**src/kdve_pkg.sv**
```systemverilog
// shared types, constants and helpers for the keyed decimal value extractor
package kdve_pkg;

  localparam int VALUE_BITS = 32;
  localparam int POW_BITS   = 30;
  localparam int PROD_BITS  = VALUE_BITS + POW_BITS;
  localparam int CFG_BITS   = 32;
  localparam int FRAC_MAX   = 9;

  localparam logic [7:0] CH_ZERO  = 8'h30;
  localparam logic [7:0] CH_NINE  = 8'h39;
  localparam logic [7:0] CH_MINUS = 8'h2d;
  localparam logic [7:0] CH_PLUS  = 8'h2b;
  localparam logic [7:0] CH_POINT = 8'h2e;

  localparam logic [7:0] KEY_RESET = 8'h58;

  typedef enum logic [1:0] {
    CFG_KEY_LETTER    = 2'd0,
    CFG_FRAC_DIGITS   = 2'd1,
    CFG_DEFAULT_VALUE = 2'd2
  } cfg_index_t;

  typedef enum logic [1:0] {
    PH_SEARCH  = 2'd0,
    PH_COLLECT = 2'd1,
    PH_DONE    = 2'd2
  } phase_t;

  typedef enum logic [1:0] {
    ST_FOUND     = 2'd0,
    ST_DEFAULT   = 2'd1,
    ST_MALFORMED = 2'd2,
    ST_SATURATED = 2'd3
  } status_t;

  typedef struct packed {
    logic [7:0] char_code;
    logic       last_char;
  } in_item_t;

  typedef struct packed {
    logic signed [VALUE_BITS-1:0] value;
    status_t                      status;
  } out_item_t;

  // parse state of the line being read
  typedef struct packed {
    phase_t                phase;
    logic                  is_negative;
    logic                  seen_point;
    logic [VALUE_BITS-1:0] magnitude;
    logic [3:0]            fraction_count;
    logic                  collected_any;
    logic                  malformed;
    logic                  saturated;
  } line_t;

  typedef struct packed {
    logic [VALUE_BITS-1:0] magnitude;
    logic [3:0]            pad;
    logic                  is_negative;
    logic                  collected_any;
    logic                  malformed;
    logic                  saturated;
  } fin_t;

  typedef struct packed {
    logic [PROD_BITS-1:0] product;
    logic                 is_negative;
    logic                 collected_any;
    logic                 malformed;
    logic                 saturated;
  } prd_t;

  function automatic logic [VALUE_BITS-1:0] limit_of(input logic neg);
    logic [VALUE_BITS-1:0] lim;
    lim = neg ? {1'b1, {(VALUE_BITS-1){1'b0}}} : {1'b0, {(VALUE_BITS-1){1'b1}}};
    return lim;
  endfunction

  function automatic logic [POW_BITS-1:0] pow10(input logic [3:0] k);
    logic [POW_BITS-1:0] p;
    unique case (k)
      4'd0:    p = POW_BITS'(1);
      4'd1:    p = POW_BITS'(10);
      4'd2:    p = POW_BITS'(100);
      4'd3:    p = POW_BITS'(1000);
      4'd4:    p = POW_BITS'(10000);
      4'd5:    p = POW_BITS'(100000);
      4'd6:    p = POW_BITS'(1000000);
      4'd7:    p = POW_BITS'(10000000);
      4'd8:    p = POW_BITS'(100000000);
      4'd9:    p = POW_BITS'(1000000000);
      default: p = POW_BITS'(1);
    endcase
    return p;
  endfunction

endpackage

```
**src/kdve_parse.sv**
```systemverilog
// per-character parse state: key search, sign, point and saturating digit accumulate
module kdve_parse (
  input  logic                 clk,
  input  logic                 rst_n,
  input  logic                 step,
  input  kdve_pkg::in_item_t   item,
  input  logic [7:0]           key_letter,
  input  logic [3:0]           frac_eff,
  output kdve_pkg::line_t      line_nxt
);

  kdve_pkg::line_t line_r;

  logic                              is_digit;
  logic [3:0]                        digit;
  logic                              take_digit;
  logic [kdve_pkg::VALUE_BITS-1:0]   lim;
  logic [kdve_pkg::VALUE_BITS+3:0]   acc;

  assign is_digit = (item.char_code >= kdve_pkg::CH_ZERO) &&
                    (item.char_code <= kdve_pkg::CH_NINE);
  assign digit    = item.char_code[3:0];
  assign lim      = kdve_pkg::limit_of(line_r.is_negative);
  assign acc      = ((kdve_pkg::VALUE_BITS+4)'(line_r.magnitude) << 3) +
                    ((kdve_pkg::VALUE_BITS+4)'(line_r.magnitude) << 1) +
                    (kdve_pkg::VALUE_BITS+4)'(digit);
  assign take_digit = !line_r.seen_point || (line_r.fraction_count < frac_eff);

  always_comb begin
    line_nxt = line_r;
    unique case (line_r.phase)
      kdve_pkg::PH_SEARCH: begin
        if (item.char_code == key_letter) begin
          line_nxt.phase = kdve_pkg::PH_COLLECT;
        end
      end
      kdve_pkg::PH_COLLECT: begin
        priority if (is_digit) begin
          if (take_digit) begin
            if (line_r.saturated || acc > (kdve_pkg::VALUE_BITS+4)'(lim)) begin
              line_nxt.magnitude = lim;
              line_nxt.saturated = 1'b1;
            end else begin
              line_nxt.magnitude = acc[kdve_pkg::VALUE_BITS-1:0];
            end
            if (line_r.seen_point) begin
              line_nxt.fraction_count = line_r.fraction_count + 4'd1;
            end
          end
          line_nxt.collected_any = 1'b1;
        end else if (item.char_code == kdve_pkg::CH_MINUS ||
                     item.char_code == kdve_pkg::CH_PLUS) begin
          if (line_r.collected_any) begin
            line_nxt.malformed = 1'b1;
          end else if (item.char_code == kdve_pkg::CH_MINUS) begin
            line_nxt.is_negative = 1'b1;
          end
          line_nxt.collected_any = 1'b1;
        end else if (item.char_code == kdve_pkg::CH_POINT) begin
          if (line_r.seen_point) begin
            line_nxt.malformed = 1'b1;
          end
          line_nxt.seen_point    = 1'b1;
          line_nxt.collected_any = 1'b1;
        end else begin
          line_nxt.phase = kdve_pkg::PH_DONE;
        end
      end
      default: begin
        line_nxt = line_r;
      end
    endcase
  end

  always_ff @(posedge clk) begin
    if (!rst_n) begin
      line_r <= '0;
    end else if (step) begin
      if (item.last_char) begin
        line_r <= '0;
      end else begin
        line_r <= line_nxt;
      end
    end
  end

endmodule

```
**src/keyed_decimal_value_extractor.sv**
```systemverilog
// top level: input register, line parser, fraction padding and result stages
//
//   channel   direction   ports                          beat
//   in        input       in_valid  in_stall  in_data    one character, last_char ends line
//   out       output      out_valid out_stall out_data   one value and status per line
//   cfg       input       cfg_we cfg_addr cfg_wdata      register write, no handshake
//
// one character per cycle sustained while the pad stage has room for each last character;
// once its last character leaves the input register, a line's result moves through the pad
// stage, the 32x30 scale multiply that pads missing fraction digits and the output register.
// reset is synchronous and clears valids, parse state and config registers to defaults.
// a stalled output holds its stage and full stages right behind it; earlier stages keep filling bubbles.
module keyed_decimal_value_extractor (
  input  logic                  clk,
  input  logic                  rst_n,
  input  logic                  in_valid,
  output logic                  in_stall,
  input  kdve_pkg::in_item_t    in_data,
  output logic                  out_valid,
  input  logic                  out_stall,
  output kdve_pkg::out_item_t   out_data,
  input  logic                  cfg_we,
  input  logic [1:0]            cfg_addr,
  input  logic [kdve_pkg::CFG_BITS-1:0] cfg_wdata
);

  logic [7:0]                         key_r;
  logic [3:0]                         frac_r;
  logic [kdve_pkg::CFG_BITS-1:0]      default_r;
  logic [3:0]                         frac_eff;

  logic                               in_v_r;
  kdve_pkg::in_item_t                 in_r;
  logic                               fin_v_r;
  kdve_pkg::fin_t                     fin_r;
  logic                               prd_v_r;
  kdve_pkg::prd_t                     prd_r;
  logic                               out_valid_r;
  kdve_pkg::out_item_t                out_r;
  kdve_pkg::out_item_t                out_nxt;

  logic                               out_free;
  logic                               prd_free;
  logic                               fin_free;
  logic                               in_fire;
  logic                               in_accept;
  logic                               fin_load;
  kdve_pkg::line_t                    line_nxt;

  logic [kdve_pkg::VALUE_BITS-1:0]    lim;
  logic                               ovf;
  logic [kdve_pkg::VALUE_BITS-1:0]    mag;

  // configuration registers
  always_ff @(posedge clk) begin
    if (!rst_n) begin
      key_r     <= kdve_pkg::KEY_RESET;
      frac_r    <= '0;
      default_r <= '0;
    end else if (cfg_we) begin
      unique case (cfg_addr)
        kdve_pkg::CFG_KEY_LETTER:    key_r     <= cfg_wdata[7:0];
        kdve_pkg::CFG_FRAC_DIGITS:   frac_r    <= cfg_wdata[3:0];
        kdve_pkg::CFG_DEFAULT_VALUE: default_r <= cfg_wdata;
        default: ;
      endcase
    end
  end

  assign frac_eff = (frac_r > 4'(kdve_pkg::FRAC_MAX)) ? 4'(kdve_pkg::FRAC_MAX) : frac_r;

  // stage handshakes: a full stage moves when the next has room; only a last character waits at the input
  assign out_free  = !out_valid_r || !out_stall;
  assign prd_free  = !prd_v_r || out_free;
  assign fin_free  = !fin_v_r || prd_free;
  assign in_fire   = in_v_r && (!in_r.last_char || fin_free);
  assign in_stall  = in_v_r && !in_fire;
  assign in_accept = in_valid && !in_stall;
  assign fin_load  = in_fire && in_r.last_char;

  kdve_parse u_parse (
    .clk        (clk),
    .rst_n      (rst_n),
    .step       (in_fire),
    .item       (in_r),
    .key_letter (key_r),
    .frac_eff   (frac_eff),
    .line_nxt   (line_nxt)
  );

  always_ff @(posedge clk) begin
    if (!rst_n) begin
      in_v_r      <= 1'b0;
      fin_v_r     <= 1'b0;
      prd_v_r     <= 1'b0;
      out_valid_r <= 1'b0;
    end else begin
      if (in_accept) begin
        in_v_r <= 1'b1;
      end else if (in_fire) begin
        in_v_r <= 1'b0;
      end
      if (fin_free) begin
        fin_v_r <= fin_load;
      end
      if (prd_free) begin
        prd_v_r <= fin_v_r;
      end
      if (out_free) begin
        out_valid_r <= prd_v_r;
      end
    end
  end

  always_ff @(posedge clk) begin
    if (in_accept) begin
      in_r <= in_data;
    end
    if (fin_free && fin_load) begin
      fin_r.magnitude     <= line_nxt.magnitude;
      fin_r.pad           <= frac_eff - line_nxt.fraction_count;
      fin_r.is_negative   <= line_nxt.is_negative;
      fin_r.collected_any <= line_nxt.collected_any;
      fin_r.malformed     <= line_nxt.malformed;
      fin_r.saturated     <= line_nxt.saturated;
    end
    // scale by ten for each fraction digit that never arrived
    if (prd_free && fin_v_r) begin
      prd_r.product       <= kdve_pkg::PROD_BITS'(fin_r.magnitude) *
                             kdve_pkg::PROD_BITS'(kdve_pkg::pow10(fin_r.pad));
      prd_r.is_negative   <= fin_r.is_negative;
      prd_r.collected_any <= fin_r.collected_any;
      prd_r.malformed     <= fin_r.malformed;
      prd_r.saturated     <= fin_r.saturated;
    end
    if (out_free && prd_v_r) begin
      out_r <= out_nxt;
    end
  end

  assign lim = kdve_pkg::limit_of(prd_r.is_negative);
  assign ovf = prd_r.product > kdve_pkg::PROD_BITS'(lim);
  assign mag = ovf ? lim : prd_r.product[kdve_pkg::VALUE_BITS-1:0];

  always_comb begin
    priority if (!prd_r.collected_any) begin
      out_nxt.value  = kdve_pkg::VALUE_BITS'($signed(default_r));
      out_nxt.status = kdve_pkg::ST_DEFAULT;
    end else if (prd_r.malformed) begin
      out_nxt.value  = '0;
      out_nxt.status = kdve_pkg::ST_MALFORMED;
    end else begin
      out_nxt.value  = prd_r.is_negative ? -mag : mag;
      out_nxt.status = (prd_r.saturated || ovf) ? kdve_pkg::ST_SATURATED
                                                : kdve_pkg::ST_FOUND;
    end
  end

  assign out_valid = out_valid_r;
  assign out_data  = out_r;

`ifndef SYNTHESIS
  a_malformed_zero: assert property (@(posedge clk) disable iff (!rst_n)
    out_valid_r && out_r.status == kdve_pkg::ST_MALFORMED |-> out_r.value == '0)
    else $error("malformed result with nonzero value");

  a_saturated_limit: assert property (@(posedge clk) disable iff (!rst_n)
    out_valid_r && out_r.status == kdve_pkg::ST_SATURATED |->
      out_r.value == kdve_pkg::limit_of(1'b0) || out_r.value == kdve_pkg::limit_of(1'b1))
    else $error("saturated result not at a range limit");

  a_prd_held: assert property (@(posedge clk) disable iff (!rst_n)
    prd_v_r && !out_free |=> prd_v_r && $stable(prd_r))
    else $error("multiply stage lost its beat while output stalled");

  a_in_moves_when_fin_empty: assert property (@(posedge clk) disable iff (!rst_n)
    in_v_r && !fin_v_r |-> in_fire)
    else $error("input register stuck with pad stage empty");
`endif

endmodule
```
**config.mk**
```make
export PLATFORM = sky130hd
export DESIGN_NAME = keyed_decimal_value_extractor
export DESIGN_NICKNAME = d
export VERILOG_FILES = /design/src/kdve_pkg.sv /design/src/kdve_parse.sv /design/src/keyed_decimal_value_extractor.sv
export SDC_FILE = /design/constraint.sdc
export NUM_CORES = 2
export LEC_CHECK = 0
export ABC_AREA = 1
export BUFFER_PORTS_ARGS = -buffer_cell sky130_fd_sc_hd__buf_2
export CAP_MARGIN = 20
export CORE_MARGIN = 2
export CORE_UTILIZATION = 39
export CTS_CLUSTER_SIZE = 8
export DETAILED_ROUTE_END_ITERATION = 10
export GPL_TIMING_DRIVEN = 0
export MAX_ROUTING_LAYER = met4
export SLEW_MARGIN = 20
export SYNTH_ARGS = -nofsm -noshare
export SYNTH_HDL_FRONTEND = slang
export SYNTH_SLANG_ARGS = --single-unit
```
**constraint.sdc**
```tcl
create_clock -name clk -period 15.07 [get_ports clk]
set_input_delay 3.7675 -clock clk [delete_from_list [all_inputs] [get_ports clk]]
set_output_delay 3.7675 -clock clk [all_outputs]
set_load 0.02 [all_outputs]
```
; Word level (Yosys, flattened, before mapping)
; Memory sizes are Yosys's and may differ from the RTL's. A register that Yosys moved wholly into a read port is not among the register bits.
; Cells that the tools add are included.
; Widths: inputs -> output; s select.
[word_totals]
romBits = 480
output_inout_bits = 36
n_memories = 1
ff_bits = 240
latch_bits = 0
inputBits = 48
ramBits = 0
word_cells = 128
[op_classes]
order_cmp = 6
bitwise_logic = 0
mux = 37
add_sub_neg = 5
shift = 0
n_mul = 1
reduce_logical = 35
eq_ne = 13
div = 0
[memory_table]
columns = memory, depth, width, rd, rd_ports_with_merged_regs, wr, line_no
row1 = (name not given), 16, 30, 1, 1, 0, kdve_pkg.sv:84  ; unique case (k)
[op_table]
columns = operator, n
row1 = $mux 32, 5
row2 = $mux 36, 2
row3 = $mux 34, 2
row4 = $gt 62x32->1, 1
row5 = $mul 32x30->62, 1
row6 = $mux 43, 1
row7 = $mux 41, 1
row8 = $add 35x33->36, 1
row9 = $add 36x4->36, 1
row10 = $gt 36x32->1, 1
row11 = $neg 32->32, 1
row12 = $mux 30, 1
row13 = $eq 8x6->1 const B, 3
row14 = $mux 4, 4
row15 = $mux 1, 14
row16 = $mux 2, 6
row17 = $ne 3x3->1 const B, 3
row18 = $eq 8x8->1, 1
row19 = $ge 8x6->1 const B, 1
row20 = $le 8x6->1 const B, 1
row21 = $logic_and 1x1->1, 8
row22 = $logic_not 1->1, 8
row23 = $logic_or 1x1->1, 8
row24 = $reduce_and 2->1, 3
row25 = 14 further kinds, 19

; Logic depth before layout (Yosys ltp)
[logic_depth]
word_depth = 11
ltp_mapped = 36
mapped_depth_nobuf = 34

; Cells and area by module
; A second synthesis with hierarchy kept.
[hier_totals]
cells_unflattened = 5850
area_unflattened_um2 = 46716.1
[by_module_without_submodules]
columns = mod, seq_area_each_um2, area_per_inst_um2, instances, cells_each
row1 = keyed_decimal_value_extractor, 5895.7, 40517.6, 1, 4826
row2 = kdve_parse, 860.8, 6198.4, 1, 1024

; Least setup slack after synthesis
; Ideal clock, no wire load.
[synth_timing]
path_kind = input port to output port
from = input out_stall
to = output in_stall
path_buffers = 0
slack_ns = 6.868
path_stages = 8
arrival_ns = 4.434
t_required_ns = 11.303
path_cell_list = nand2_1 nor2_1 inv_1 nor2_1 inv_2 nor2_1 nand2_1 inv_1
[synth_via]
elab_chain_cells = 8
[synth_lines]
columns = element, line_no
row1 = "start, declared", keyed_decimal_value_extractor.sv:20  ; input logic out_stall,
row2 = $logic_not 1->1, keyed_decimal_value_extractor.sv:73  ; assign out_free = !out_valid_r || !out_stall;
row3 = $logic_or 1x1->1, keyed_decimal_value_extractor.sv:73
row4 = $logic_or 1x1->1, keyed_decimal_value_extractor.sv:74  ; assign prd_free = !prd_v_r || out_free;
row5 = $logic_or 1x1->1, keyed_decimal_value_extractor.sv:75  ; assign fin_free = !fin_v_r || prd_free;
row6 = $logic_or 1x1->1, keyed_decimal_value_extractor.sv:76  ; assign in_fire = in_v_r && (!in_r.last_char || fin_free);
row7 = $logic_and 1x1->1, keyed_decimal_value_extractor.sv:76
row8 = $logic_not 1->1, keyed_decimal_value_extractor.sv:77  ; assign in_stall = in_v_r && !in_fire;
row9 = $logic_and 1x1->1, keyed_decimal_value_extractor.sv:77
row10 = "end, declared", keyed_decimal_value_extractor.sv:17  ; output logic in_stall,
; Every way passes these cells.

==> flow_summary.rst <==
.. list-table::
   :header-rows: 1

   * - Metric
     - Value
   * - GRT Total Usage
     - 27.7%
   * - Die Area
     - 123000 sq um
   * - Clock root buffer
     - clkbuf_16
   * - Max-slew violation total from the final report
     - 0
   * - Standby leakage power
     - 28.9 nW
   * - Sum of overflow across all layers after global routing
     - 0
   * - Highest net fanout along the worst path
     - 10
   * - Iteration count of the initial detailed-routing pass
     - 5
   * - Total of flip-flops plus latches after synthesis
     - 263
   * - Number of cell rows
     - 127
   * - Share of the cycle needed by the critical path after routing
     - 66.3%
   * - Via Count
     - 38200
   * - Worst-path clk slew
     - 50 ps
   * - CP endpoint kind
     - flop
   * - Count of distinct cell types in the synthesized netlist
     - 57
   * - Number of synthesized flops with an enable pin
     - 149
   * - Final WL
     - 163 mm
   * - Fin Hold WS
     - 417 ps
   * - Min-Delay Path Class
     - flop to flop
   * - Final setup vio count
     - 0
   * - Number of H-tree levels
     - 2
   * - Area of the placeable core
     - 120000 sq um
   * - Mean Syn Cell Area
     - 8.02 sq um
   * - Data arrival time of the critical path
     - 10260 ps
   * - Commonest cells after routing, fill and taps aside
     - 1625 x inv_1, 1340 x nand2_1, 808 x fa_1
   * - Area share of the leading cell type in the synthesized netlist
     - 34.5%
   * - Max Fclk
     - 100 MHz
   * - Async set or reset register ratio after synthesis
     - 0%
   * - Hold bufs inserted after CTS
     - 0
   * - Number of buffers added by the clock tree synthesis step
     - 39
   * - Required time of the critical path
     - 15340 ps
   * - Die outline width
     - 351 um
   * - Post-CTS repair timing setup buffer count
     - 0
   * - Crit-path slowest cell
     - clkbuf_1
   * - Max VDD drop
     - 0.157 mV
   * - Power Density
     - 130 nW/um^2
   * - Dominant synthesized flop cell
     - edfxtp_1
   * - Number of maximum-capacitance violations
     - 0
   * - Status
     - completed
   * - Final estimated routing congestion in global placement
     - 1.02
   * - Clock network latency to the later pin of the worst-skew pair
     - 580 ps
   * - Cell depth of the worst flop-to-flop path
     - 30
   * - Count of cells along the worst hold path
     - 0
   * - Layout overhead on the synthesized area
     - 7.90%
   * - Count of routing violations after the opening detailed-route iteration
     - 3202
   * - Biggest area consumer among synthesized cells
     - fa_1
   * - Unrepaired setup endpoints after global routing
     - no
   * - Initial antenna violation count
     - 2
   * - Net count reported at finish
     - 7242
   * - TritonCTS clock tree
     - done
   * - Yosys warnings
     - 0
   * - Worst path max stage delay
     - 650 ps
   * - Worst Skew
     - 55.2 ps
   * - Starting utilization of the core area
     - 39.2%
   * - Normalized max-slew margin
     - 17.5%
   * - Final instance area
     - 50600 sq um
   * - Post-synthesis cell area
     - 46900 sq um
   * - Final Hold Fails
     - 0
   * - Number of filler instances in the final layout
     - 12300
   * - Top-Level Pins
     - 84
   * - Fraction of final layout cells with drive strength greater than 1
     - 4.29%
   * - Synth area leaders
     - fa_1 34%, inv_1 13%, ha_1 11%, nand2_1 11%, edfxtp_1 9.5%
   * - Synthesized netlist cell count
     - 5850
   * - Sinks on Clock Net
     - 263
   * - Worst-Margin Slew
     - 1240 ps
   * - Setup tns final
     - 0 ps
   * - CTS max path bufs
     - 3
   * - Critical path type
     - flop to flop
   * - Cell area reported after detailed placement
     - 49400 sq um
   * - Maximum number of pins on one net before global-route repair
     - 48
   * - Sequential share of the synthesized area
     - 14.4%
   * - Post-Syn Nets
     - 7115
   * - Reg2Reg Setup Slack
     - 5080 ps
   * - Final routed DRC violation total
     - 0
   * - Leading cell type in the layout, fill and taps excluded
     - inv_1
   * - Number of buffer cells added on primary ports
     - 82
   * - Number of antenna-violating nets in the routed design
     - 0
   * - Vias per inst
     - 5.01
   * - Most common cell on crit path
     - fa_1
   * - Post-detail-place hpwl
     - 137 mm
   * - Vias in the first global route
     - 38200
   * - Wire length of the first global-routing pass
     - 243 mm
   * - Die Height
     - 351 um
   * - Startpoint type of the worst setup path
     - flop
   * - Post-cts sizing count
     - 0
   * - Minimum clock period after layout
     - 9990 ps
   * - Detailed-route wire length per cell
     - 21.4 um
Yosys cell counts, types with 15 or more instances:
master	n
a21oi_1	234
a21o_1	18
nor2_1	222
o21bai_1	23
xnor2_1	35
o22ai_1	15
inv_1	1626
dfxtp_1	114
nor3_1	30
ha_1	409
nand2_1	1340
nor2_2	15
a31oi_1	28
fa_1	808
nand2_2	23
edfxtp_1	149
nand4_1	59
o21ai_1	20
xor2_1	93
o21ai_0	122
clkbuf_1	176
nand3_1	122
area by class of cell:
cell class | instances | area, sq um | area share (%)
Inverter | 1645 | 6180 | 12.2
Clock buffer | 66 | 1090 | 2.15
Sequential cell | 263 | 6760 | 13.4
Timing Repair Buffer | 86 | 488 | 0.964
Tap cell | 1612 | 2020 | 3.99
Buffer | 206 | 856 | 1.69
Antenna cell | 2 | 5.00 | 0.00989
Clock inverter | 5 | 78.8 | 0.156
Multi-Input combinational cell | 3736 | 33100 | 65.5
per-stage QoR:
step	total power [mW]	worst slack [ps]	std cells	utilization, %
2_1_floorplan	3.97	6870	5850	-
3_3_place_gp	5.65	5400	7544	41.2
3_5_place_dp	5.68	5390	7547	41.3
4_1_cts	6.55	5320	7618	42.3
5_1_grt	7.04	4830	7620	42.3
6_report	6.57	5080	7621	42.3
critical path: cells and delay by family (launching register included):
| family | cells | cell delay [ps] |
|---|---|---|
| DFF | 1 | 300 |
| buffers and inverters | 9 | 2030 |
| adders and majority gates | 9 | 4540 |
| and+or+nand+nor | 9 | 2260 |
| xor gates and xnor gates | 1 | 150 |
| AOI/OAI and AO/OA | 2 | 330 |
logic make-up after synthesis:
family                     Yosys count  share of synthesized area [%]
AOI/OAI and AO/OA                  521                           6.29
xor gates and xnor gates           128                           2.39
adders and majority gates         1217                           45.4
buffers and inverters             1851                           15.0
DFF                                263                           14.4
and+or+nand+nor                   1870                           16.5
worst paths after layout:
kind                                       endpoint          startpoint
worst max-delay path            prd_r[64]$_DFFE_PP_                flop
worst max register to register  prd_r[64]$_DFFE_PP_                flop
worst min register to register   prd_r[1]$_DFFE_PP_  fin_r[1]$_DFFE_PP_
worst min-delay path             prd_r[1]$_DFFE_PP_  fin_r[1]$_DFFE_PP_
metal layers:
layer	global-route usage (%)	vias up	share of wire [%]
met5	-	-	0
met2	43.2	1369	46
met1	36.0	18900	42
met3	3.85	314	7.1
met4	11.6	0	5.4
li1	-	17600	-
registers in the layout (all words and copies together) (netlist names), named ones only:
signal and count:
out_valid 1, fin_v_r 1, fin_r 40, default_r 32
key_r 8, prd_v_r 1, prd_r 66, in_r 9
in_v_r 1, frac_r 4, u_parse.line_r 43, out_data 34
power by group:
part / total (mW) / switching, mW / internal (mW)
Combinational: 4.73 / 3.12 / 1.61
Clock: 0.832 / 0.337 / 0.495
Sequential: 1.01 / 0.0489 / 0.965
Total: 6.57 / 3.51 / 3.07
Power figures use the tool's default switching activity.
